File: config.mk
export PLATFORM = sky130hd
export DESIGN_NAME = nbpg_mul
export DESIGN_NICKNAME = d
export VERILOG_FILES = /design/src/design/nbpg_pkg.sv /design/src/design/nbpg_mul.sv
export SDC_FILE = /design/constraint.sdc
export NUM_CORES = 1
export LEC_CHECK = 0
export BUFFER_PORTS_ARGS = -buffer_cell sky130_fd_sc_hd__buf_2
export CORE_UTILIZATION = 46
export DETAILED_ROUTE_END_ITERATION = 6
export PLACE_DENSITY = 0.66
export SYNTH_ARGS = -nofsm -noshare
export SYNTH_HDL_FRONTEND = slang
export SYNTH_SLANG_ARGS = --single-unit
File: constraint.sdc
create_clock -name clk_i -period 7.8 [get_ports clk_i]
set_input_delay 1.17 -clock clk_i [delete_from_list [all_inputs] [get_ports clk_i]]
set_output_delay 1.17 -clock clk_i [all_outputs]
set_load 0.005 [all_outputs]
File: src/design/nbpg_pkg.sv
`timescale 1ns / 1ps
// shared types and constants of the pairwise gravity force block
// no dependencies

package nbpg_pkg;

  // field widths
  localparam int unsigned POS_W    = 32;
  localparam int unsigned MASS_W   = 32;
  localparam int unsigned G_W      = 16;
  localparam int unsigned IDX_W    = 6;
  localparam int unsigned FORCE_W  = 64;

  // arithmetic widths
  localparam int unsigned DIFF_W   = POS_W + 1;        // exact difference / magnitude
  localparam int unsigned GMI_W    = G_W + MASS_W;     // g * mi
  localparam int unsigned GMM_W    = GMI_W + MASS_W;   // g * mi * mj
  localparam int unsigned R2_W     = 2 * DIFF_W;       // dx^2 + dy^2
  localparam int unsigned ROOT_W   = DIFF_W;           // floor(sqrt(r2))
  localparam int unsigned DEN_W    = R2_W + ROOT_W;    // r2 * root
  localparam int unsigned QUO_W    = FORCE_W - 1;      // quotient bits below the clamp
  localparam int unsigned FRAC_SHIFT = 48;

  // shared shift-add multiplier
  localparam int unsigned MUL_A_W   = GMM_W;
  localparam int unsigned MUL_B_W   = ROOT_W + 1;
  localparam int unsigned MUL_P_W   = MUL_A_W + MUL_B_W;
  localparam int unsigned MUL_CNT_W = 6;

  // square root and divider
  localparam int unsigned SQ_REM_W  = ROOT_W + 3;
  localparam int unsigned SQ_CNT_W  = 6;
  localparam int unsigned DIV_N_W   = MUL_P_W + FRAC_SHIFT;
  localparam int unsigned DIV_CNT_W = 8;

  localparam logic [G_W-1:0]     G_RESET   = 16'd100;
  localparam logic [FORCE_W-1:0] FORCE_MAX = 64'h7FFF_FFFF_FFFF_FFFF;
  localparam logic [FORCE_W-1:0] FORCE_MIN = 64'h8000_0000_0000_0000;

  typedef struct packed {
    logic [POS_W-1:0]  x;
    logic [POS_W-1:0]  y;
    logic [MASS_W-1:0] mass;
  } body_t;

  typedef struct packed {
    logic [FORCE_W-1:0] value;
    logic               sat;
  } acc_t;

  typedef enum logic [4:0] {
    S_LOAD,
    S_ROW_RD,
    S_ROW_DATA,
    S_GMI,
    S_PAIR_CHK,
    S_PAIR_DATA,
    S_DIFF,
    S_SQX,
    S_SQY,
    S_SQRT_GO,
    S_SQRT,
    S_DEN,
    S_GMM,
    S_NUMX,
    S_DIVX,
    S_NUMY,
    S_DIVY,
    S_ROW_END
  } state_e;

endpackage

File: src/design/nbpg_mul.sv
`timescale 1ns / 1ps
// shared radix-2 shift-add multiplier, one bit of b per cycle
// depends on nbpg_pkg

module nbpg_mul (
  input  logic                          clk_i,
  input  logic                          rst_ni,
  input  logic                          start_i,
  input  logic [nbpg_pkg::MUL_A_W-1:0]  a_i,
  input  logic [nbpg_pkg::MUL_B_W-1:0]  b_i,
  output logic                          done_o,
  output logic [nbpg_pkg::MUL_P_W-1:0]  prod_o
);

  logic                           busy_q, busy_d;
  logic                           done_q, done_d;
  logic [nbpg_pkg::MUL_CNT_W-1:0] cnt_q, cnt_d;
  logic [nbpg_pkg::MUL_P_W-1:0]   acc_q, acc_d;
  logic [nbpg_pkg::MUL_P_W-1:0]   a_sh_q, a_sh_d;
  logic [nbpg_pkg::MUL_B_W-1:0]   b_sh_q, b_sh_d;

  always_comb begin
    busy_d = busy_q;
    done_d = 1'b0;
    cnt_d  = cnt_q;
    acc_d  = acc_q;
    a_sh_d = a_sh_q;
    b_sh_d = b_sh_q;
    if (start_i) begin
      busy_d = 1'b1;
      cnt_d  = nbpg_pkg::MUL_CNT_W'(nbpg_pkg::MUL_B_W);
      acc_d  = '0;
      a_sh_d = nbpg_pkg::MUL_P_W'(a_i);
      b_sh_d = b_i;
    end else if (busy_q) begin
      if (b_sh_q[0]) begin
        acc_d = acc_q + a_sh_q;
      end
      a_sh_d = a_sh_q << 1;
      b_sh_d = b_sh_q >> 1;
      cnt_d  = cnt_q - 1'b1;
      if (cnt_q == nbpg_pkg::MUL_CNT_W'(1)) begin
        busy_d = 1'b0;
        done_d = 1'b1;
      end
    end
  end

  always_ff @(posedge clk_i or negedge rst_ni) begin
    if (!rst_ni) begin
      busy_q <= 1'b0;
      done_q <= 1'b0;
      cnt_q  <= '0;
    end else begin
      busy_q <= busy_d;
      done_q <= done_d;
      cnt_q  <= cnt_d;
    end
  end

  always_ff @(posedge clk_i) begin
    acc_q  <= acc_d;
    a_sh_q <= a_sh_d;
    b_sh_q <= b_sh_d;
  end

  assign done_o = done_q;
  assign prod_o = acc_q;

endmodule

==> results by group <==
Status
  • Outcome: finished clean

GRT
  • All-layer global routing usage: 26.67%
  • Number of global-route vias before repair: 15.03k
  • Antenna violations before repair: 9
  • Largest net degree at the start of global routing: 156
  • GRT Residual Overflow: 0
  • First-pass GRT wire length: 82.69 mm

Drt
  • Total Routed Length: ~52 mm
  • Routed Antenna Nets: 0
  • Routed wire per std cell: between 15 and 20 um
  • Routed vias: 15.61k
  • TritonRoute pass-1 iters: 6
  • DRC Markers: 0
  • Via density: 5.791
  • Detailed Route Iter0 Violations: 1212

Worst setup path
  • CP required: ~8.3 ns
  • FF-to-FF setup slack: 3.93 ns
  • Crit path kind: flop to flop
  • Reg-to-Reg Start: a_sh_q[22]
  • CP Capture Type: flop
  • Worst Path Max Fanout: 7
  • CP startpoint kind: flop
  • Worst flop-to-flop path endpoint: prod_o[113]
  • Critical Path AT: 4.36 ns
  • Worst Reg-to-Reg Cells: 10

STA
  • Worst slew pin tran: 1.024 ns
  • Fin crit period: about 3.9 ns
  • Fin. Hold Viols: 0
  • Fmax: 258.3 MHz
  • Setup tns final: 0 ns
  • Max Slew Vio Count: 0
  • Clock Skew: ~0.024 ns
  • Slew HR: 31.71%
  • RSZ-0062 raised after global routing: no
  • Final-report setup violation count: 0
  • Fin crit share: 49.63%

Synth
  • Flops & latches, synth: 270
  • Number of flops mapped to enable cells by yosys: approximately 110
  • Synth area leaders: edfxtp_1, dfxtp_1, ha_1, mux2_2, a21oi_1
  • Sequential share of the synthesized area: 37.46%
  • Post-synth top area cell: edfxtp_1
  • Most numerous cell in the Yosys netlist: nand2_1
  • Synth top cells by count: nand2_1, a21oi_1, nor2_1
  • Yosys top cell area share: 19.47%
  • Most used flip-flop cell after synthesis: dfxtp_1
  • Gate Count Post-Synth: 1982
  • Yosys warnings: 0
  • Net Count, Synth: ~2.2k
  • Post-synth ARST share: 2.963%
  • Mapped Area: 17580 um2
  • Synth Area per Inst: 8.870 um2
  • Synth cell types: 83

Min path
  • Worst hold path class: input pin to async pin

Power and ir drop
  • Switching Fraction: 37.33%
  • Clock power share: 28.7%
  • Pleak: 8.995 nW
  • Comb pwr share: 37.6%
  • Part of the power in registers: 33.8%
  • Net Sw Power: 0.002022 W
  • Pwr Total: 0.005416 W
  • Internal: roughly 0.0034 W
  • VDD IR max: 0.1620 mV
  • Pwr Density: 268.1 nW/um2

Floorplanning
  • Width of the chip: 197.5 um
  • IO Count: 232
  • Die H: 197.5 um
  • Cell Rows: roughly 70
  • Initial Utilization: 46.67%
  • Core area: 37670 um2
  • Die ar.: 39000 um2

Finish
  • FILL cells: 3601
  • Fin cells: 2695
  • Storage cell area: 6588 um2
  • Synth-to-layout area growth: 14.90%
  • Area of the multi-input gates: around 11000 um2
  • Layout cells sized above 1: 19.63%
  • Utilization after layout: a little over half
  • Nets: 2388

Clock network
  • Number of setup buffers added after CTS: 0
  • Clock sink count: 270
  • Post-CTS sizing: 0
  • Number of CTS-inserted buffers: 31
  • Clock Latency Late Sink: 0.60 ns
  • Hold Buf Count CTS: 0
  • CTS H-tree depth: 1
  • TritonCTS clock tree: built
  • Max clock buf depth: 3
  • Clock transition at path regs: 0.06 ns
  • CTS root buf: clkbuf_16

Placement
  • Cell Count Post-Placement: ~2.6k
  • Post-DP HPWL: 38.96 mm
  • IO buf count: 231
  • Final GP Congestion: 0.9580

Run
  • MaxCap Viol Count: 0
-- layout by cell type (no fill, tap or decap), types with 7 or more instances in the layout --
cell type | Yosys | layout
buf_2 | 10 | 230
o31ai_1 | 7 | 7
nand3_1 | 33 | 33
o21ai_0 | 130 | 130
dfxtp_1 | 148 | 148
nand2_1 | 270 | 269
mux2_2 | 111 | 111
a221oi_1 | 8 | 8
nor2b_1 | 9 | 9
nor3_1 | 27 | 27
a22o_1 | 8 | 8
a21o_1 | 71 | 71
mux2i_1 | 39 | 39
and3_1 | 16 | 16
o211ai_1 | 8 | 8
nor2_1 | 152 | 151
a211oi_1 | 7 | 7
inv_1 | 29 | 28
a31oi_1 | 18 | 18
nand4_1 | 57 | 57
a21oi_1 | 225 | 225
o21bai_1 | 27 | 27
edfxtp_1 | 114 | 114
ha_1 | 115 | 115
clkbuf_16 | 0 | 35
nand2b_1 | 11 | 11
clkbuf_1 | 85 | 8
buf_4 | 0 | 8
o21a_1 | 20 | 20
nor4_1 | 9 | 9
and2_1 | 8 | 7
a21boi_0 | 8 | 8
xor2_1 | 43 | 43
dfrtp_1 | 8 | 7
or3_1 | 8 | 8
xnor2_1 | 56 | 56
-- how the worst max path moves through the flow --
stage	slack [ns]	cells past startpoint	end	startpoint
after global routing	3.74	10	prod_o[113]	a_sh_q[22]
after global placement	4.04	10	prod_o[113]	a_sh_q[22]
after detailed placement	3.99	10	prod_o[113]	a_sh_q[27]
after floorplan	3.08	5	a_sh_q[0]	start_i
final	3.93	10	prod_o[113]	a_sh_q[22]
after CTS	3.98	10	prod_o[113]	a_sh_q[27]
-- stage by stage --
step	worst slack, ns	hold WS [ns]	cell area, um2
after floorplan	3.083	0.4586	17580
after global placement	4.042	0.4555	19090
after detailed placement	3.994	0.4634	19090
after CTS	3.980	0.3896	20190
after global routing	3.743	0.3990	20190
final	3.929	0.4068	20200
-- flip-flops by register name (all words and copies together) (netlist names) --
name and count:
b_sh_q 34, cnt_q 6, prod_o 114, a_sh_q 114, busy_q 1, done_o 1
-- layer usage --
metal  track usage [%]  part of all wire (%)  vias to the layer above
met5                 0                  0.13                        -
met4             6.029                   2.3                       10
met3             5.703                   7.0                       86
met2             42.46                    45                      471
met1             36.85                    46                     7388
li1                  -                     -                     7651
-- critical path, stage by stage (launching register included) --
cell	delay, ns
edfxtp_1	0.40
ha_1	0.42
and3_1	0.29
nor4b_1	0.57
o311a_2	0.43
o2111ai_4	0.16
a311oi_4	0.57
nand4_1	0.21
and3_1	0.23
o21ai_1	0.14
mux2_1	0.33
-- power groups by stage --
stage	Combinational (W)	Sequential, W	Clock [W]
2_1_floorplan	0.00141	0.00183	0
3_3_place_gp	0.00199	0.00185	0
3_5_place_dp	0.00199	0.00186	0
4_1_cts	0.00201	0.00183	0.00158
5_1_grt	0.00224	0.00186	0.00164
6_report	0.00204	0.00183	0.00155
-- cell families after synthesis --
| group | synth area share (%) |
|---|---|
| simple gates | 16.18 |
| compound gates | 20.90 |
| flops | 37.46 |
| mux | 9.394 |
| buf+inv | 2.825 |
| fa+ha+maj | 8.298 |
| xor+xnor | 4.932 |
-- cell type report --
| class | count | share of cell area, % |
|---|---|---|
| clock buffer | 47 | 4.757 |
| antenna | 4 | 0.04955 |
| multi-input combinational | 1583 | 52.02 |
| sequential | 270 | 32.61 |
| timing repair buffer | 240 | 6.163 |
| inverter | 29 | 0.5513 |
| tap | 511 | 3.165 |
| clock inverter | 11 | 0.6813 |
(Power assumes the default switching activity.)
