File: src/design/nbpg_pkg.sv
`timescale 1ns / 1ps
// shared types and constants of the pairwise gravity force block
// no dependencies

package nbpg_pkg;

  // field widths
  localparam int unsigned POS_W    = 32;
  localparam int unsigned MASS_W   = 32;
  localparam int unsigned G_W      = 16;
  localparam int unsigned IDX_W    = 6;
  localparam int unsigned FORCE_W  = 64;

  // arithmetic widths
  localparam int unsigned DIFF_W   = POS_W + 1;        // exact difference / magnitude
  localparam int unsigned GMI_W    = G_W + MASS_W;     // g * mi
  localparam int unsigned GMM_W    = GMI_W + MASS_W;   // g * mi * mj
  localparam int unsigned R2_W     = 2 * DIFF_W;       // dx^2 + dy^2
  localparam int unsigned ROOT_W   = DIFF_W;           // floor(sqrt(r2))
  localparam int unsigned DEN_W    = R2_W + ROOT_W;    // r2 * root
  localparam int unsigned QUO_W    = FORCE_W - 1;      // quotient bits below the clamp
  localparam int unsigned FRAC_SHIFT = 48;

  // shared shift-add multiplier
  localparam int unsigned MUL_A_W   = GMM_W;
  localparam int unsigned MUL_B_W   = ROOT_W + 1;
  localparam int unsigned MUL_P_W   = MUL_A_W + MUL_B_W;
  localparam int unsigned MUL_CNT_W = 6;

  // square root and divider
  localparam int unsigned SQ_REM_W  = ROOT_W + 3;
  localparam int unsigned SQ_CNT_W  = 6;
  localparam int unsigned DIV_N_W   = MUL_P_W + FRAC_SHIFT;
  localparam int unsigned DIV_CNT_W = 8;

  localparam logic [G_W-1:0]     G_RESET   = 16'd100;
  localparam logic [FORCE_W-1:0] FORCE_MAX = 64'h7FFF_FFFF_FFFF_FFFF;
  localparam logic [FORCE_W-1:0] FORCE_MIN = 64'h8000_0000_0000_0000;

  typedef struct packed {
    logic [POS_W-1:0]  x;
    logic [POS_W-1:0]  y;
    logic [MASS_W-1:0] mass;
  } body_t;

  typedef struct packed {
    logic [FORCE_W-1:0] value;
    logic               sat;
  } acc_t;

  typedef enum logic [4:0] {
    S_LOAD,
    S_ROW_RD,
    S_ROW_DATA,
    S_GMI,
    S_PAIR_CHK,
    S_PAIR_DATA,
    S_DIFF,
    S_SQX,
    S_SQY,
    S_SQRT_GO,
    S_SQRT,
    S_DEN,
    S_GMM,
    S_NUMX,
    S_DIVX,
    S_NUMY,
    S_DIVY,
    S_ROW_END
  } state_e;

endpackage

File: src/design/nbpg_div.sv
`timescale 1ns / 1ps
// restoring long divider of (num << 48) by den, one quotient bit per cycle
// depends on nbpg_pkg

module nbpg_div (
  input  logic                         clk_i,
  input  logic                         rst_ni,
  input  logic                         start_i,
  input  logic [nbpg_pkg::MUL_P_W-1:0] num_i,
  input  logic [nbpg_pkg::DEN_W-1:0]   den_i,
  output logic                         done_o,
  output logic [nbpg_pkg::QUO_W-1:0]   quo_o,
  output logic                         ovf_o
);

  logic                             busy_q, busy_d;
  logic                             done_q, done_d;
  logic [nbpg_pkg::DIV_CNT_W-1:0]   cnt_q, cnt_d;
  logic [nbpg_pkg::DIV_N_W-1:0]     nsh_q, nsh_d;
  logic [nbpg_pkg::DEN_W-1:0]       den_q, den_d;
  logic [nbpg_pkg::DEN_W-1:0]       rem_q, rem_d;
  logic [nbpg_pkg::QUO_W-1:0]       quo_q, quo_d;
  logic                             ovf_q, ovf_d;
  logic [nbpg_pkg::DEN_W:0]         rem_sh, rem_sub;
  logic                             ge;

  assign rem_sh  = {rem_q, nsh_q[nbpg_pkg::DIV_N_W-1]};
  assign ge      = rem_sh >= {1'b0, den_q};
  assign rem_sub = rem_sh - {1'b0, den_q};

  always_comb begin
    busy_d = busy_q;
    done_d = 1'b0;
    cnt_d  = cnt_q;
    nsh_d  = nsh_q;
    den_d  = den_q;
    rem_d  = rem_q;
    quo_d  = quo_q;
    ovf_d  = ovf_q;
    if (start_i) begin
      busy_d = 1'b1;
      cnt_d  = nbpg_pkg::DIV_CNT_W'(nbpg_pkg::DIV_N_W);
      nsh_d  = {num_i, {nbpg_pkg::FRAC_SHIFT{1'b0}}};
      den_d  = den_i;
      rem_d  = '0;
      quo_d  = '0;
      ovf_d  = 1'b0;
    end else if (busy_q) begin
      nsh_d = nsh_q << 1;
      rem_d = ge ? rem_sub[nbpg_pkg::DEN_W-1:0] : rem_sh[nbpg_pkg::DEN_W-1:0];
      // any quotient bit pushed past the top means the term clamps
      ovf_d = ovf_q | quo_q[nbpg_pkg::QUO_W-1];
      quo_d = {quo_q[nbpg_pkg::QUO_W-2:0], ge};
      cnt_d = cnt_q - 1'b1;
      if (cnt_q == nbpg_pkg::DIV_CNT_W'(1)) begin
        busy_d = 1'b0;
        done_d = 1'b1;
      end
    end
  end

  always_ff @(posedge clk_i or negedge rst_ni) begin
    if (!rst_ni) begin
      busy_q <= 1'b0;
      done_q <= 1'b0;
      cnt_q  <= '0;
    end else begin
      busy_q <= busy_d;
      done_q <= done_d;
      cnt_q  <= cnt_d;
    end
  end

  always_ff @(posedge clk_i) begin
    nsh_q <= nsh_d;
    den_q <= den_d;
    rem_q <= rem_d;
    quo_q <= quo_d;
    ovf_q <= ovf_d;
  end

  assign done_o = done_q;
  assign quo_o  = quo_q;
  assign ovf_o  = ovf_q;

endmodule

File: config.mk
export PLATFORM = sky130hd
export DESIGN_NAME = nbpg_div
export DESIGN_NICKNAME = d
export VERILOG_FILES = /design/src/design/nbpg_pkg.sv /design/src/design/nbpg_div.sv
export SDC_FILE = /design/constraint.sdc
export NUM_CORES = 1
export LEC_CHECK = 0
export ABC_AREA = 0
export BUFFER_PORTS_ARGS = -buffer_cell sky130_fd_sc_hd__buf_2
export CAP_MARGIN = 20
export CORE_MARGIN = 4
export CORE_UTILIZATION = 59
export DETAILED_ROUTE_END_ITERATION = 6
export PLACE_DENSITY = 0.78
export SLEW_MARGIN = 40
export SYNTH_ARGS = -nofsm -noshare
export SYNTH_HDL_FRONTEND = slang
export SYNTH_SLANG_ARGS = --single-unit
File: constraint.sdc
create_clock -name clk_i -period 4.68 [get_ports clk_i]
set_input_delay 0.936 -clock clk_i [delete_from_list [all_inputs] [get_ports clk_i]]
set_output_delay 0.936 -clock clk_i [all_outputs]
set_load 0.03 [all_outputs]
==> results of run 1 <==
==> metal layers <==
metal / vias up / GRT usage [%]
met3: 120 / 6.930
li1: 8552 / -
met1: 8317 / 33.35
met5: - / 0
met4: 10 / 8.906
met2: 618 / 42.90
==> worst max path at each step <==
stage,from,slack [ps],end
after floorplan,start_i,160,nsh_q[100]
after global placement,den_q[71],780,rem_q[86]
after detailed placement,den_q[69],720,rem_q[83]
after CTS,den_q[0],700,rem_q[69]
after global routing,den_q[28],350,rem_q[97]
final,nsh_q[161],680,rem_q[58]
==> stage by stage <==
step | cells | cell area (um^2) | util, % | power [W]
finish | 2959 | 24640 | 68.78 | 0.007790
global route | 2954 | 24630 | 68.74 | 0.008086
CTS | 2948 | 24590 | 68.63 | 0.007863
detailed placement | 2872 | 23250 | 64.90 | 0.004609
global placement | 2871 | 23220 | 64.82 | 0.004584
floorplan | 2252 | 21630 | - | 0.004370
==> synthesized netlist by cell type (all sizes together), types with 8 or more instances <==
master     n  area, um^2
nor2     257       964.7
nand2    247       927.1
edfxtp   213        6396
a21oi    182       918.4
dfxtp    163        3263
inv      133       499.2
mux2     115        1295
ha       101        1264
clkbuf    97       364.1
o21ai     87       435.4
mux2i     72       720.7
a311oi    64       560.5
xnor2     54       473.0
nand4     53       337.8
a21o      44       330.3
buf       38       201.4
o21bai    35       262.8
xor2      31       271.5
nand3     25       125.1
nor3      25       125.1
a211oi    20       160.2
nor2b     15       93.84
o21a      14       105.1
a2111oi   12       148.9
a21boi    12       90.09
a211o     10       87.58
dfrtp     10       250.2
nand2b    10       62.56
o211ai    10       75.07
nor4       9       56.30
a31oi      8       50.05
and2       8       50.05
==> logic make-up (layout without fill, tap and decap cells) <==
group / Yosys count / count (layout) / synth area share (%)
AND/OR/NAND/NOR: 683 / 683 / 13.88
AO/OA/AOI/OAI: 541 / 541 / 16.69
flip-flops: 386 / 386 / 45.81
buffers and inverters: 268 / 504 / 4.922
multiplexers: 187 / 187 / 9.319
adder cells (fa/ha/maj): 102 / 102 / 5.935
XOR/XNOR: 85 / 85 / 3.442
other: 0 / 10 / 0
==> power groups by stage <==
stage / sequential (W) / combinational, W / clock, W
after floorplan: 0.00389 / 0.000480 / 0
after global placement: 0.00391 / 0.000673 / 0
after detailed placement: 0.00392 / 0.000693 / 0
after CTS: 0.00385 / 0.000699 / 0.00331
after global routing: 0.00386 / 0.000782 / 0.00344
final: 0.00385 / 0.000706 / 0.00324
==> state kept, by name (all words and copies together), names as in the netlist <==
| signal | count |
|---|---|
| done_o | 1 |
| ovf_o | 1 |
| busy_q | 1 |
| cnt_q | 8 |
| quo_o | 63 |
| nsh_q | 114 |
| rem_q | 99 |
| den_q | 99 |
==> worst reg2reg max path, cell delays in order, from the launching register on <==
cell and delay [ps]:
edfxtp_1 340, inv_1 50, ha_1 210, fa_1 380, nor2b_1 210, o211a_1 250
o2111a_1 250, o21ai_0 170, a2111oi_0 680, o31ai_1 350, o41ai_1 460, xor2_1 180
nand2_1 70, a311oi_1 290
==> layout make-up <==
type | count | share of cell area, %
Antenna cell | 10 | 0.1016
Clock buffer | 58 | 4.631
Clock inverter | 18 | 0.7972
Inverter | 133 | 2.036
Multi-Input combinational cell | 1598 | 43.31
Sequential cell | 386 | 40.23
Tap cell | 461 | 2.341
Timing Repair Buffer | 295 | 6.550
==> metrics.cfg, run 1 <==
[pwr]
clockPowerShare_pct = 41.6
switchingPower_w = 0.001815
pwr-share-comb_pct = 9.1
vdd_drop_max_v = 0.0003167
p_seq_share_pct = 49.4
p_sw_share_pct = 23.30
power_density_nw_per_um2 = 316.1
p_leak_nw = 10.90
p_int_w = 0.005975

[sta]
fin_crit_ps = 4001
hold_viol_final = 0
worst_slack_ps = 678.6
max_freq_mhz = 249.9
tns_ps = 0
slew_headroom_pct = 43.16
fin_crit_sh_pct = 85.50
fin_skew_ps = 15.81
whs_ps = 220.6
worst_pin_slew_ps = 845.3
rsz0062_at_grt = false
report.final.slew_viol_count = 0
setup_viol = 0

[place]
io_buffers = 280
place_congestion = 0.9735
dp_hpwl_mm = 38.49
post-place-ws_ps = 715.5

[layout]
multi_input_area_um2 = 10670
final_layout_size_suffix_gt1_share_pct = 19.94
seq_area_um2 = 9913
mostFrequentLayoutCell = buf_2
syn_to_final_growth_pct = 13.92
nFillCells = 2755
layout_common_cells = 279 x buf_2, 257 x nor2_1, 247 x nand2_1, 213 x edfxtp_1, 180 x a21oi_1
nets = 2773

[synthesis]
ys_seq_elements = 386
synthesis.area_um2 = 21630
avgSynthCellArea_um2 = 9.605
ys_async_sr_fraction_pct = 2.591
synth_warnings = 0
syn-instance-count = 2252
synth.net_count = 2570
synth_edf_count = 213
postSynth.topFlopCell = edfxtp_1
ys_seq_area_share_pct = 45.81
synth_cell_types = 80

[cts]
post_cts_resized = 0
cts_tree = built
cts_buffers = 41
hold_buffers = 0
cts_max_level = 2
cts_sinks = 386
cts-root-buf = clkbuf_16
cts_buffer_depth = 3
clk_latency_ps = 570
post_cts_buffers = 0
cts.reportedPaths.clkPinSlew_ps = 60

[worst_setup_path]
required_ps = 5140
cpPeakStageDelay_ps = 680
crit_type = reg2reg
worstPathArrival_ps = 4460
reg2regPathDepth = 13
r2r_end = rem_q[58]
path_cells = inv_1 > ha_1 > fa_1 > nor2b_1 > o211a_1 > o2111a_1 > o21ai_0 > a2111oi_0 > o31ai_1 > o41ai_1 > xor2_1 > nand2_1 > a311oi_1
critPathTopFamily = compound AO/OA/AOI/OAI gates
path_depth = 13
path_buf_inv = 1
crit_slowest_cell = a2111oi_0
critPathLaunchType = flop
r2r_slack_ps = 680
end_kind = flop
crit_path_max_fanout = 4
rr_startpoint = nsh_q[161]

[routing]
num_vias = 17617
drc = 0
dr.pass1.iters = 6
dr_wl_met3_mm = 4.182
routed_via_density = 5.954
highest_layer = met5
ant_nets = 0
drt_wl_total_mm = 53.46
drt_iter0_markers = 1259
wl_met2_mm = 25.64
m1WireLength_mm = 22.07
wl_per_cell_um = 18.07

[global_route]
grt_usage_pct = 25.98
grt_pass1_vias = 17163
grt_start_max_net_pins = 168
overflow = 0
antenna_found_initial = 12
grt_pass1_wl_mm = 85.69

[floorplan]
dieArea_um2 = 39790
start_util_pct = 60.37
io_pins = 281
fp.dieH_um = 199.5
dieWidth_um = 199.5
core_um2 = 35830
row_count = 69

[hold_path]
hold_class = in2async

[run_status]
outcome = finished, final reports clean

[job]
maxCapViolCount = 0

Power figures use the tool's default switching activity.
==> inputs of run 2 (changes only) <==
Settings changed: REMOVE_ABC_BUFFERS from default to 1.
==> metrics.cfg, run 2 (synthesized netlist as in run 1, its figures left out) <==
[layout]
stdcell_count = 2960
syn_to_final_growth_pct = 14.10
final_area_um2 = 24680
final_layout_size_suffix_gt1_share_pct = 20.24
largest_register_ffs = 114
layout_common_cells = 279 x buf_2, 257 x nor2_1, 247 x nand2_1, 213 x edfxtp_1, 180 x a21oi_1
regMostFlops = nsh_q
nets = 2779
mostFrequentLayoutCell = buf_2
reg.largest.list = nsh_q (114), den_q (99), rem_q (99)

[routing]
dr.pass1.iters = 5
num_vias = 17754
drt_wl_total_mm = 56.65
wl_per_cell_um = 19.14
drc = 0
routed_via_density = 5.998
ant_nets = 0
drt_iter0_markers = 1203

[cts]
cts.reportedPaths.clkPinSlew_ps = 60
cts_tree = built
cts-root-buf = clkbuf_16
cts_buffer_depth = 3
hold_buffers = 0
cts_sinks = 386
post_cts_resized = 0
cts_max_level = 2
cts_buffers = 43
post_cts_buffers = 0
clk_latency_ps = 580

[worst_setup_path]
cpPeakStageDelay_ps = 620
worstPathArrival_ps = 4640
required_ps = 5150
critPathTopFamily = compound AO/OA/AOI/OAI gates
crit_type = reg2reg
path_buf_inv = 2
crit_path_max_fanout = 8
end_kind = flop
path_cells = inv_1 > ha_1 > a21oi_1 > o21ai_0 > a21o_1 > a2111oi_0 > buf_4 > a211oi_1 > a211oi_1 > nor2_1 > a41oi_1 > a211o_1 > o21ai_0 > o32ai_1
critPathLaunchType = flop
crit_slowest_cell = a2111oi_0

[place]
place_congestion = 0.9638
dp_hpwl_mm = 41.15
place_area_um2 = 23270
post-place-ws_ps = 652.7
dp_cells = 2877
io_buffers = 280

[floorplan]
row_count = 69
start_util_pct = 60.37
io_pins = 281
dieArea_um2 = 39790
fp.dieH_um = 199.5
core_um2 = 35830
dieWidth_um = 199.5

[global_route]
grt_usage_pct = 27.79
antenna_found_initial = 16
grt_pass1_vias = 17389
grt_start_max_net_pins = 95
overflow = 0
grt_pass1_wl_mm = 89.87

[run_status]
outcome = finished, final reports clean

[sta]
setup_viol = 0
fin_skew_ps = 30.82
worst_pin_slew_ps = 866.1
slew_headroom_pct = 42.26
report.final.slew_viol_count = 0
fin_crit_ps = 4169
hold_viol_final = 0
worst_slack_ps = 511.3
fin_crit_sh_pct = 89.07
rsz0062_at_grt = false
max_freq_mhz = 239.9
whs_ps = 231.6
tns_ps = 0

[pwr]
vdd_drop_max_v = 0.0003928
power_density_nw_per_um2 = 318.5
p_leak_nw = 10.93

[job]
maxCapViolCount = 0

[hold_path]
hold_class = in2async

-- run 2: final cells by class --
cell class,count,area (um^2)
fill,2735,11150
multi-input combinational,1598,10670
sequential,386,9913
timing repair buffer,299,1615
clock buffer,65,1249
tap,461,576.8
inverter,133,501.7
clock inverter,14,141.4
antenna,4,10.01
-- run 2: final timing paths --
path	startpoint	depth (start not counted)	slack, ps	end
worst min-delay path	rst_ni	1	230	cnt_q[5]
worst min register to register	ovf_o	2	480	ovf_o
max in group asynchronous	rst_ni	1	4230	busy_q
worst max register to register	den_q[14]	14	510	rem_q[91]
min in group clk_i	ovf_o	2	480	ovf_o
worst max-delay path	den_q[14]	14	510	rem_q[91]
-- run 2: metrics by stage --
stage | util [%] | power (W)
after global routing | 68.87 | 0.008162
after CTS | 68.84 | 0.007919
after detailed placement | 64.96 | 0.004613
after floorplan | - | 0.004331
final | 68.88 | 0.007860
after global placement | 64.95 | 0.004590
-- run 2: report_power, final --
part           switching [W]  internal, W  total (W)
clock network        0.00139      0.00191    0.00330
logic               0.000403     0.000306   0.000709
registers          0.0000621      0.00379    0.00385
-- run 2: per-layer routing --
layer | up-vias | wire (um) | global-route usage [%]
li1 | 8562 | - | -
met1 | 8432 | 23880 | 36.30
met2 | 619 | 26540 | 45.98
met3 | 119 | 4626 | 7.436
met4 | 22 | 1460 | 7.899
met5 | - | 145 | 0
