==> config.mk <==
export PLATFORM = sky130hd
export DESIGN_NAME = nbpg_sqrt
export DESIGN_NICKNAME = d
export VERILOG_FILES = /design/src/design/nbpg_pkg.sv /design/src/design/nbpg_sqrt.sv
export SDC_FILE = /design/constraint.sdc
export NUM_CORES = 1
export LEC_CHECK = 0
export ABC_AREA = 1
export BUFFER_PORTS_ARGS = -buffer_cell sky130_fd_sc_hd__clkbuf_2
export CAP_MARGIN = 25
export CORE_UTILIZATION = 55
export DETAILED_ROUTE_END_ITERATION = 12
export PLACE_DENSITY = 0.75
export SETUP_SLACK_MARGIN = 0.4
export SLEW_MARGIN = 10
export SYNTH_ARGS = -nofsm -noshare
export SYNTH_HDL_FRONTEND = slang
export SYNTH_SLANG_ARGS = --single-unit
==> constraint.sdc <==
create_clock -name clk_i -period 3.76 [get_ports clk_i]
set_clock_uncertainty 0.05 [all_clocks]
set_input_delay 0.564 -clock clk_i [delete_from_list [all_inputs] [get_ports clk_i]]
set_output_delay 0.564 -clock clk_i [all_outputs]
set_load 0.005 [all_outputs]
==> src/design/nbpg_pkg.sv <==
`timescale 1ns / 1ps
// shared types and constants of the pairwise gravity force block
// no dependencies

package nbpg_pkg;

  // field widths
  localparam int unsigned POS_W    = 32;
  localparam int unsigned MASS_W   = 32;
  localparam int unsigned G_W      = 16;
  localparam int unsigned IDX_W    = 6;
  localparam int unsigned FORCE_W  = 64;

  // arithmetic widths
  localparam int unsigned DIFF_W   = POS_W + 1;        // exact difference / magnitude
  localparam int unsigned GMI_W    = G_W + MASS_W;     // g * mi
  localparam int unsigned GMM_W    = GMI_W + MASS_W;   // g * mi * mj
  localparam int unsigned R2_W     = 2 * DIFF_W;       // dx^2 + dy^2
  localparam int unsigned ROOT_W   = DIFF_W;           // floor(sqrt(r2))
  localparam int unsigned DEN_W    = R2_W + ROOT_W;    // r2 * root
  localparam int unsigned QUO_W    = FORCE_W - 1;      // quotient bits below the clamp
  localparam int unsigned FRAC_SHIFT = 48;

  // shared shift-add multiplier
  localparam int unsigned MUL_A_W   = GMM_W;
  localparam int unsigned MUL_B_W   = ROOT_W + 1;
  localparam int unsigned MUL_P_W   = MUL_A_W + MUL_B_W;
  localparam int unsigned MUL_CNT_W = 6;

  // square root and divider
  localparam int unsigned SQ_REM_W  = ROOT_W + 3;
  localparam int unsigned SQ_CNT_W  = 6;
  localparam int unsigned DIV_N_W   = MUL_P_W + FRAC_SHIFT;
  localparam int unsigned DIV_CNT_W = 8;

  localparam logic [G_W-1:0]     G_RESET   = 16'd100;
  localparam logic [FORCE_W-1:0] FORCE_MAX = 64'h7FFF_FFFF_FFFF_FFFF;
  localparam logic [FORCE_W-1:0] FORCE_MIN = 64'h8000_0000_0000_0000;

  typedef struct packed {
    logic [POS_W-1:0]  x;
    logic [POS_W-1:0]  y;
    logic [MASS_W-1:0] mass;
  } body_t;

  typedef struct packed {
    logic [FORCE_W-1:0] value;
    logic               sat;
  } acc_t;

  typedef enum logic [4:0] {
    S_LOAD,
    S_ROW_RD,
    S_ROW_DATA,
    S_GMI,
    S_PAIR_CHK,
    S_PAIR_DATA,
    S_DIFF,
    S_SQX,
    S_SQY,
    S_SQRT_GO,
    S_SQRT,
    S_DEN,
    S_GMM,
    S_NUMX,
    S_DIVX,
    S_NUMY,
    S_DIVY,
    S_ROW_END
  } state_e;

endpackage

==> src/design/nbpg_sqrt.sv <==
`timescale 1ns / 1ps
// digit-by-digit integer square root, one root bit per cycle
// depends on nbpg_pkg

module nbpg_sqrt (
  input  logic                         clk_i,
  input  logic                         rst_ni,
  input  logic                         start_i,
  input  logic [nbpg_pkg::R2_W-1:0]    rad_i,
  output logic                         done_o,
  output logic [nbpg_pkg::ROOT_W-1:0]  root_o
);

  logic                            busy_q, busy_d;
  logic                            done_q, done_d;
  logic [nbpg_pkg::SQ_CNT_W-1:0]   cnt_q, cnt_d;
  logic [nbpg_pkg::R2_W-1:0]       rad_q, rad_d;
  logic [nbpg_pkg::SQ_REM_W-1:0]   rem_q, rem_d;
  logic [nbpg_pkg::ROOT_W-1:0]     root_q, root_d;
  logic [nbpg_pkg::SQ_REM_W-1:0]   rem_sh, trial;
  logic                            ge;

  assign rem_sh = {rem_q[nbpg_pkg::SQ_REM_W-3:0],
                   rad_q[nbpg_pkg::R2_W-1:nbpg_pkg::R2_W-2]};
  assign trial  = nbpg_pkg::SQ_REM_W'({root_q, 2'b01});
  assign ge     = rem_sh >= trial;

  always_comb begin
    busy_d = busy_q;
    done_d = 1'b0;
    cnt_d  = cnt_q;
    rad_d  = rad_q;
    rem_d  = rem_q;
    root_d = root_q;
    if (start_i) begin
      busy_d = 1'b1;
      cnt_d  = nbpg_pkg::SQ_CNT_W'(nbpg_pkg::ROOT_W);
      rad_d  = rad_i;
      rem_d  = '0;
      root_d = '0;
    end else if (busy_q) begin
      rad_d  = rad_q << 2;
      rem_d  = ge ? (rem_sh - trial) : rem_sh;
      root_d = {root_q[nbpg_pkg::ROOT_W-2:0], ge};
      cnt_d  = cnt_q - 1'b1;
      if (cnt_q == nbpg_pkg::SQ_CNT_W'(1)) begin
        busy_d = 1'b0;
        done_d = 1'b1;
      end
    end
  end

  always_ff @(posedge clk_i or negedge rst_ni) begin
    if (!rst_ni) begin
      busy_q <= 1'b0;
      done_q <= 1'b0;
      cnt_q  <= '0;
    end else begin
      busy_q <= busy_d;
      done_q <= done_d;
      cnt_q  <= cnt_d;
    end
  end

  always_ff @(posedge clk_i) begin
    rad_q  <= rad_d;
    rem_q  <= rem_d;
    root_q <= root_d;
  end

  assign done_o = done_q;
  assign root_o = root_q;

endmodule

==> impl_metrics.py, run 1 <==
metrics = {
    "finish": {
        "synthToLayoutAreaGrowth_pct": 14.6,
        "finish.net_count": 1418,
        "finish.cell_count_without_fillers": 1513,
        "layout_cell_share_with_drive_strength_beyond_1_pct": 13.7,
        "final.fill_count": 1361,
        "non_filler_cell_area_final_mm2": 0.00974,
        "count_of_antenna_diodes_in_the_layout": 0,
    },
    "routing": {
        "drt.antenna.violating_nets": 0,
        "via_per_inst": 5.10,
        "routed_wire_length_per_instance_um": 13.5,
        "drt_pre_antenna_iters": 5,
        "num_vias": 7721,
        "drtIter0Drc": 503,
        "totalWireLength_um": 20400,
        "post-route-drc-count": 0,
    },
    "clock_network": {
        "postCtsResizedCells": 0,
        "htree_levels": 4,
        "clock-sinks": 141,
        "clock_insertion_delay_worst_skew_ns": 0.43,
        "cts_setup_buffers": 0,
        "tritoncts.num_buffers": 17,
        "clk_pin_slew_worst_paths_ns": 0.06,
        "cts_tree": "built",
        "clockRootBuffer": "clkbuf_16",
        "cts.path.max_buffers": 2,
    },
    "synth": {
        "synth_seq_cells": 141,
        "synth_top_area_cells": "nand2_1 (25%), edfxtp_1 (23%), dfxtp_1 (16%)",
        "syn-instance-count": 1215,
        "synth_cell_type_count": 39,
        "async_reset_ff_share_pct": 5.67,
        "synth_ff_type": "dfxtp_1",
        "post_synth_instance_area_mm2": 0.00851,
        "synthMostInstantiatedCell": "nand2_1",
        "synth-edff-count": 66,
        "synth_top_area_cell": "nand2_1",
        "ys.warnings.count": 0,
        "synth_commonest_cells": "nand2_1 (573), inv_1 (159), dfxtp_1 (67)",
        "synthesis.nets": 1321,
        "synth_seq_area_share_pct": 41.4,
        "fraction_of_synthesized_cell_area_taken_by_the_top_area_cell_type_pct": 25.3,
        "avgSynthCellArea_um2": 7.00,
    },
    "worst_setup_path": {
        "r2r_start": "root_o[21]",
        "end_kind": "flop",
        "startpoint_type": "flop",
        "worst_ep_required_time_ns": 4.08,
        "worst_r2r_endpoint": "rem_q[18]",
        "arrival_ns": 3.02,
        "rrSetupSlack_ns": 1.06,
        "critPathMaxFanout": 24,
        "r2r_cells": 14,
        "critical_path_class": "flop to flop",
    },
    "placed_design": {
        "place_area_mm2": 0.00916,
        "dp_worst_setup_slack_ns": 1.08,
        "dpl.hpwl_um": 14800,
        "placed_cells_incl_taps": 1480,
        "numPortBuffers": 102,
        "gp_congestion": 0.953,
    },
    "timing": {
        "rsz0062_at_grt": "no",
        "slew_hr_pct": 46.3,
        "post-route-worst-setup-slack_ns": 1.06,
        "setup-violations-final": 0,
        "tns_ns": 0,
        "max_freq_ghz": 0.371,
        "finalCritPeriodShare_pct": 71.7,
        "report.final.slew_viol_count": 0,
        "tightest_slew_ns": 0.803,
        "timing.final.hold_violations": 0,
        "period_needed_ns": 2.70,
    },
    "flow_run": {
        "cap_violations": 0,
    },
    "global_route": {
        "maximum_number_of_pins_on_one_net_before_global_route_repair": 50,
        "groute.usage.overall_pct": 27.0,
        "grt_pass1_vias": 7298,
        "grt_antenna_before_repair": 0,
        "global_route.overflow_total": 0,
        "grt_pass1_wl_um": 34200,
    },
    "floorplanning": {
        "rows": 45,
        "core-area_mm2": 0.0151,
        "start_util_pct": 56.2,
        "dieHeight_um": 126,
        "floorplan.die_area_mm2": 0.0160,
        "io_pins": 103,
        "chipWidth_um": 126,
    },
    "power_and_ir_drop": {
        "peak_supply_drop_v": 0.000516,
        "total_leakage_power_nw": 5.23,
        "power_density_mw_per_mm2": 813,
    },
    "worst_hold_path": {
        "holdPathEnd": "rad_q[1]",
        "hold_removal_path_class": "input pin to flop",
        "worst_hold_path.num_cells": 3,
        "hold_path.startpoint": "rad_i[1]",
    },
    "run_status": {
        "outcome": "finished, final reports clean",
    },
}
==> cell usage in the layout (no fill, tap or decap), drive strengths merged <==
cell         netlist  layout
a21oi             30      30
dfrtp              8       8
dlygate4sd3        0       1
nor4               2       2
nor2              61      61
and2               1       1
ha                37      37
nand2            582     582
edfxtp            66      66
clkinv             2       6
clkbuf            23     119
bufinv             0       1
o22ai             33      33
inv              161     169
and3               1       1
nand3b            15      15
nand4              7       7
o21bai             4       4
o21a               1       1
nand3             68      68
o21ai             11      11
dfxtp             67      67
xor2              12      12
a21o               1       1
clkinvlp           0       2
buf               11       9
or2                2       2
xnor2              3       3
nor3               6       6
==> registers in the layout, indices dropped and copies added, names as in the netlist <==
name and cells:
done_o 1, cnt_q 6, busy_q 1, root_o 33
rad_q 66, rem_q 34
==> stage by stage <==
| step | power (mW) | utilization [%] | hold slack [ns] |
|---|---|---|---|
| detailed placement | 6.24 | 60.5 | 0.372 |
| CTS | 7.94 | 64.3 | 0.333 |
| floorplan | 5.38 | - | 0.218 |
| global route | 8.63 | 64.3 | 0.339 |
| finish | 7.92 | 64.3 | 0.347 |
| global placement | 6.18 | 60.5 | 0.376 |
==> power breakdown <==
group | total [mW] | internal, mW | switching [mW]
combinational | 4.23 | 1.43 | 2.81
clock | 1.64 | 0.931 | 0.711
sequential | 2.05 | 1.89 | 0.159
==> worst max-delay path, stage by stage (launching register included) <==
cell	delay (ns)
dfxtp_1	0.32
inv_1	0.07
ha_1	0.36
a21oi_1	0.24
nand2_1	0.12
nand2_1	0.09
nand2_2	0.07
nand2_1	0.07
nand3_2	0.08
a21oi_4	0.65
buf_4	0.28
nand3_2	0.06
nand2_1	0.07
nand2_1	0.05
nand2_1	0.06
==> area by class of cell <==
| class | count | area [um2] | area share (%) |
|---|---|---|---|
| multi-input combinational | 877 | 4200 | 43.1 |
| sequential | 141 | 3520 | 36.2 |
| inverter | 163 | 613 | 6.29 |
| timing repair buffer | 112 | 601 | 6.16 |
| clock buffer | 17 | 425 | 4.37 |
| tap | 188 | 235 | 2.41 |
| clock inverter | 15 | 150 | 1.54 |
==> kinds of logic (layout without fill, tap and decap cells) <==
| group | count (synthesis) | count (layout) | synth area share [%] |
|---|---|---|---|
| simple gates | 745 | 745 | 36.7 |
| buf+inv | 197 | 307 | 9.30 |
| fa+ha+maj | 37 | 37 | 5.44 |
| xor+xnor | 15 | 15 | 1.54 |
| compound gates | 80 | 80 | 5.55 |
| flops | 141 | 141 | 41.4 |
==> repair_timing <==
action                                  CTS  global route
hold endpoints to repair                  8             0
endpoints found under the setup margin    0             0
hold buffers                              1             0
==> how the worst max path moves through the flow <==
stage | start | endpoint | slack, ns | cells past startpoint
floorplan | start_i | rad_q[0] | 1.19 | 4
global placement | root_o[0] | rem_q[32] | 1.14 | 10
detailed placement | root_o[25] | rem_q[19] | 1.08 | 13
CTS | root_o[0] | rem_q[26] | 1.04 | 11
global route | root_o[21] | rem_q[18] | 0.80 | 14
finish | root_o[21] | rem_q[18] | 1.06 | 14
==> per-layer routing <==
layer  GRT usage (%)  share of wire (%)  vias up
met5               0                  0        -
met4            9.36                2.1        0
met3            5.90                4.7       34
met2            46.6                 48      209
met1            33.4                 45     3460
li1                -                  -     4018
Note: power is estimated with default switching activity, not from simulation.
==> inputs of run 2 (changes only) <==
- clock period: 3.76 -> 2.5 ns (I/O delays scaled with it)
==> run 2 against run 1 <==
Against the previous run:
- sequential share of layout area shrank 4.6 points
- power grew 93%
- via count grew 11%
- critical endpoint is now rem_q[4]
==> impl_metrics.py, run 2 (synthesis results as in run 1) <==
metrics = {
    "clock_network": {
        "cts_tree": "built",
        "tritoncts.num_buffers": 17,
        "clk_pin_slew_worst_paths_ns": 0.08,
        "clock-sinks": 141,
        "htree_levels": 4,
        "clockRootBuffer": "clkbuf_16",
        "clock_insertion_delay_worst_skew_ns": 0.44,
        "cts.path.max_buffers": 2,
    },
    "routing": {
        "num_vias": 8575,
        "routed_wire_length_per_instance_um": 16.4,
        "drt_pre_antenna_iters": 6,
        "post-route-drc-count": 0,
        "drtIter0Drc": 703,
        "drt.antenna.violating_nets": 0,
        "via_per_inst": 5.44,
        "totalWireLength_um": 25800,
    },
    "worst_hold_path": {
        "hold_removal_path_class": "input pin to flop",
    },
    "timing": {
        "timing.final.hold_violations": 0,
        "tightest_slew_ns": 0.429,
        "finalCritPeriodShare_pct": 86.2,
        "setup-violations-final": 0,
        "tns_ns": 0,
        "period_needed_ns": 2.15,
        "report.final.slew_viol_count": 0,
        "slew_hr_pct": 71.4,
        "rsz0062_at_grt": "yes",
        "max_freq_ghz": 0.464,
    },
    "placed_design": {
        "dpl.hpwl_um": 15500,
        "numPortBuffers": 102,
        "gp_congestion": 0.951,
    },
    "worst_setup_path": {
        "end_kind": "flop",
        "most_repeated_library_cell_on_the_critical_path": "a21oi_4",
        "critPathMaxFanout": 7,
        "worst-path-buf-inv": 3,
        "crit_path_max_incr_delay_ns": 0.35,
        "critical_path.slowest_cell": "dfxtp_2",
        "cell_class_contributing_the_biggest_share_of_worst_path_delay": "simple AND/OR/NAND/NOR gates",
        "startpoint_type": "flop",
        "path_cells": "inv_2 > ha_4 > a21oi_4 > and2_4 > nand2_4 > nand2_2 > nand3_2 > a21oi_4 > buf_6 > buf_12 > nand3b_1 > nand3_1 > nand2_1",
        "worst_ep_required_time_ns": 2.77,
        "critical_path_class": "flop to flop",
        "arrival_ns": 2.43,
    },
    "power_and_ir_drop": {
        "clock_power_share_pct": 16.5,
        "p_sw_mw": 7.22,
        "total_leakage_power_nw": 5.75,
        "intPower_mw": 8.08,
        "power.sequential.fraction_pct": 21.0,
        "peak_supply_drop_v": 0.000825,
        "power_density_mw_per_mm2": 1350,
        "combinationalPowerShare_pct": 62.5,
        "swShare_pct": 47.2,
        "design_power_mw": 15.3,
    },
    "global_route": {
        "groute.usage.overall_pct": 29.7,
        "grt_pass1_vias": 7854,
        "grt_antenna_before_repair": 0,
        "grt_pass1_wl_um": 37400,
        "maximum_number_of_pins_on_one_net_before_global_route_repair": 51,
        "global_route.overflow_total": 0,
    },
    "run_status": {
        "outcome": "finished, final reports clean",
    },
    "flow_run": {
        "cap_violations": 0,
    },
    "finish": {
        "fin_util_pct": 75.1,
        "layout_commonest_cell": "nand2_1",
        "count_of_antenna_diodes_in_the_layout": 0,
        "most-common-layout-cells": "nand2_1 (509), inv_1 (118), clkbuf_2 (102)",
        "finish.net_count": 1481,
        "layout_cell_share_with_drive_strength_beyond_1_pct": 34.1,
        "largest_register_ffs": 66,
        "synthToLayoutAreaGrowth_pct": 33.7,
        "top_register_by_number_of_flip_flops": "rad_q",
    },
    "floorplanning": {
        "chipWidth_um": 126,
        "io_pins": 103,
        "floorplan.die_area_mm2": 0.0160,
        "rows": 45,
        "dieHeight_um": 126,
        "start_util_pct": 56.2,
        "core-area_mm2": 0.0151,
    },
}
-- run 2: worst paths after layout --
| check | cells past startpoint | slack (ns) | end | from |
|---|---|---|---|---|
| min in group asynchronous | 2 | 0.28 | cnt_q[5] | rst_ni |
| max in group asynchronous | 2 | 1.94 | cnt_q[1] | rst_ni |
| worst min-delay path | 3 | 0.14 | rad_q[0] | rad_i[0] |
| worst min register to register | 2 | 0.43 | rem_q[33] | rem_q[33] |
| worst max register to register | 13 | 0.35 | rem_q[4] | root_o[25] |
| worst max-delay path | 13 | 0.35 | rem_q[4] | root_o[25] |
-- run 2: stage by stage --
stage,area (um2),cells,hold WS [ns],worst slack [ns]
3_5_place_dp,9260,1490,0.183,0.110
2_1_floorplan,8510,1215,0.0294,0.483
6_report,11400,1575,0.142,0.346
4_1_cts,10500,1531,0.135,0.398
5_1_grt,11400,1575,0.143,0.260
3_3_place_gp,9260,1490,0.184,0.127
-- run 2: what timing repair did --
item | 4_1_cts | 5_1_grt
hold buffers | 1 | 0
gates resized for setup | 116 | 168
hold endpoints to repair | 8 | 0
pin swaps | 14 | 78
setup buffers | 8 | 37
endpoints found under the setup margin | 35 | 35
gates cloned | 1 | 7
-- run 2: area by class of cell --
cell class	instances	area, um2
clock buffer	17	425
clock inverter	14	149
fill	1110	3770
inverter	163	623
multi-input combinational	878	5110
sequential	141	3590
tap	188	235
timing repair buffer	174	1240
-- run 2: worst reg2reg max path, stage by stage (launching register included) --
cell and delay (ns):
dfxtp_2 0.35, inv_2 0.06, ha_4 0.27, a21oi_4 0.16, and2_4 0.18, nand2_4 0.07, nand2_2 0.06, nand3_2 0.10
a21oi_4 0.19, buf_6 0.12, buf_12 0.13, nand3b_1 0.12, nand3_1 0.10, nand2_1 0.06
-- run 2: power by group through the flow --
| stage | Combinational, mW | Sequential, mW | Clock, mW |
|---|---|---|---|
| 4_1_cts | 7.44 | 3.15 | 2.55 |
| 2_1_floorplan | 5.04 | 3.05 | 0 |
| 3_3_place_gp | 6.51 | 3.10 | 0 |
| 6_report | 9.56 | 3.21 | 2.53 |
| 3_5_place_dp | 6.58 | 3.11 | 0 |
| 5_1_grt | 10.3 | 3.24 | 2.66 |
-- run 2: layer usage --
layer,track usage (%),up-vias,routed length (um)
met5,0,-,0
met4,14.4,0,1250
met3,6.37,98,1840
li1,-,4149,-
met2,50.3,381,12400
met1,36.2,3947,10300
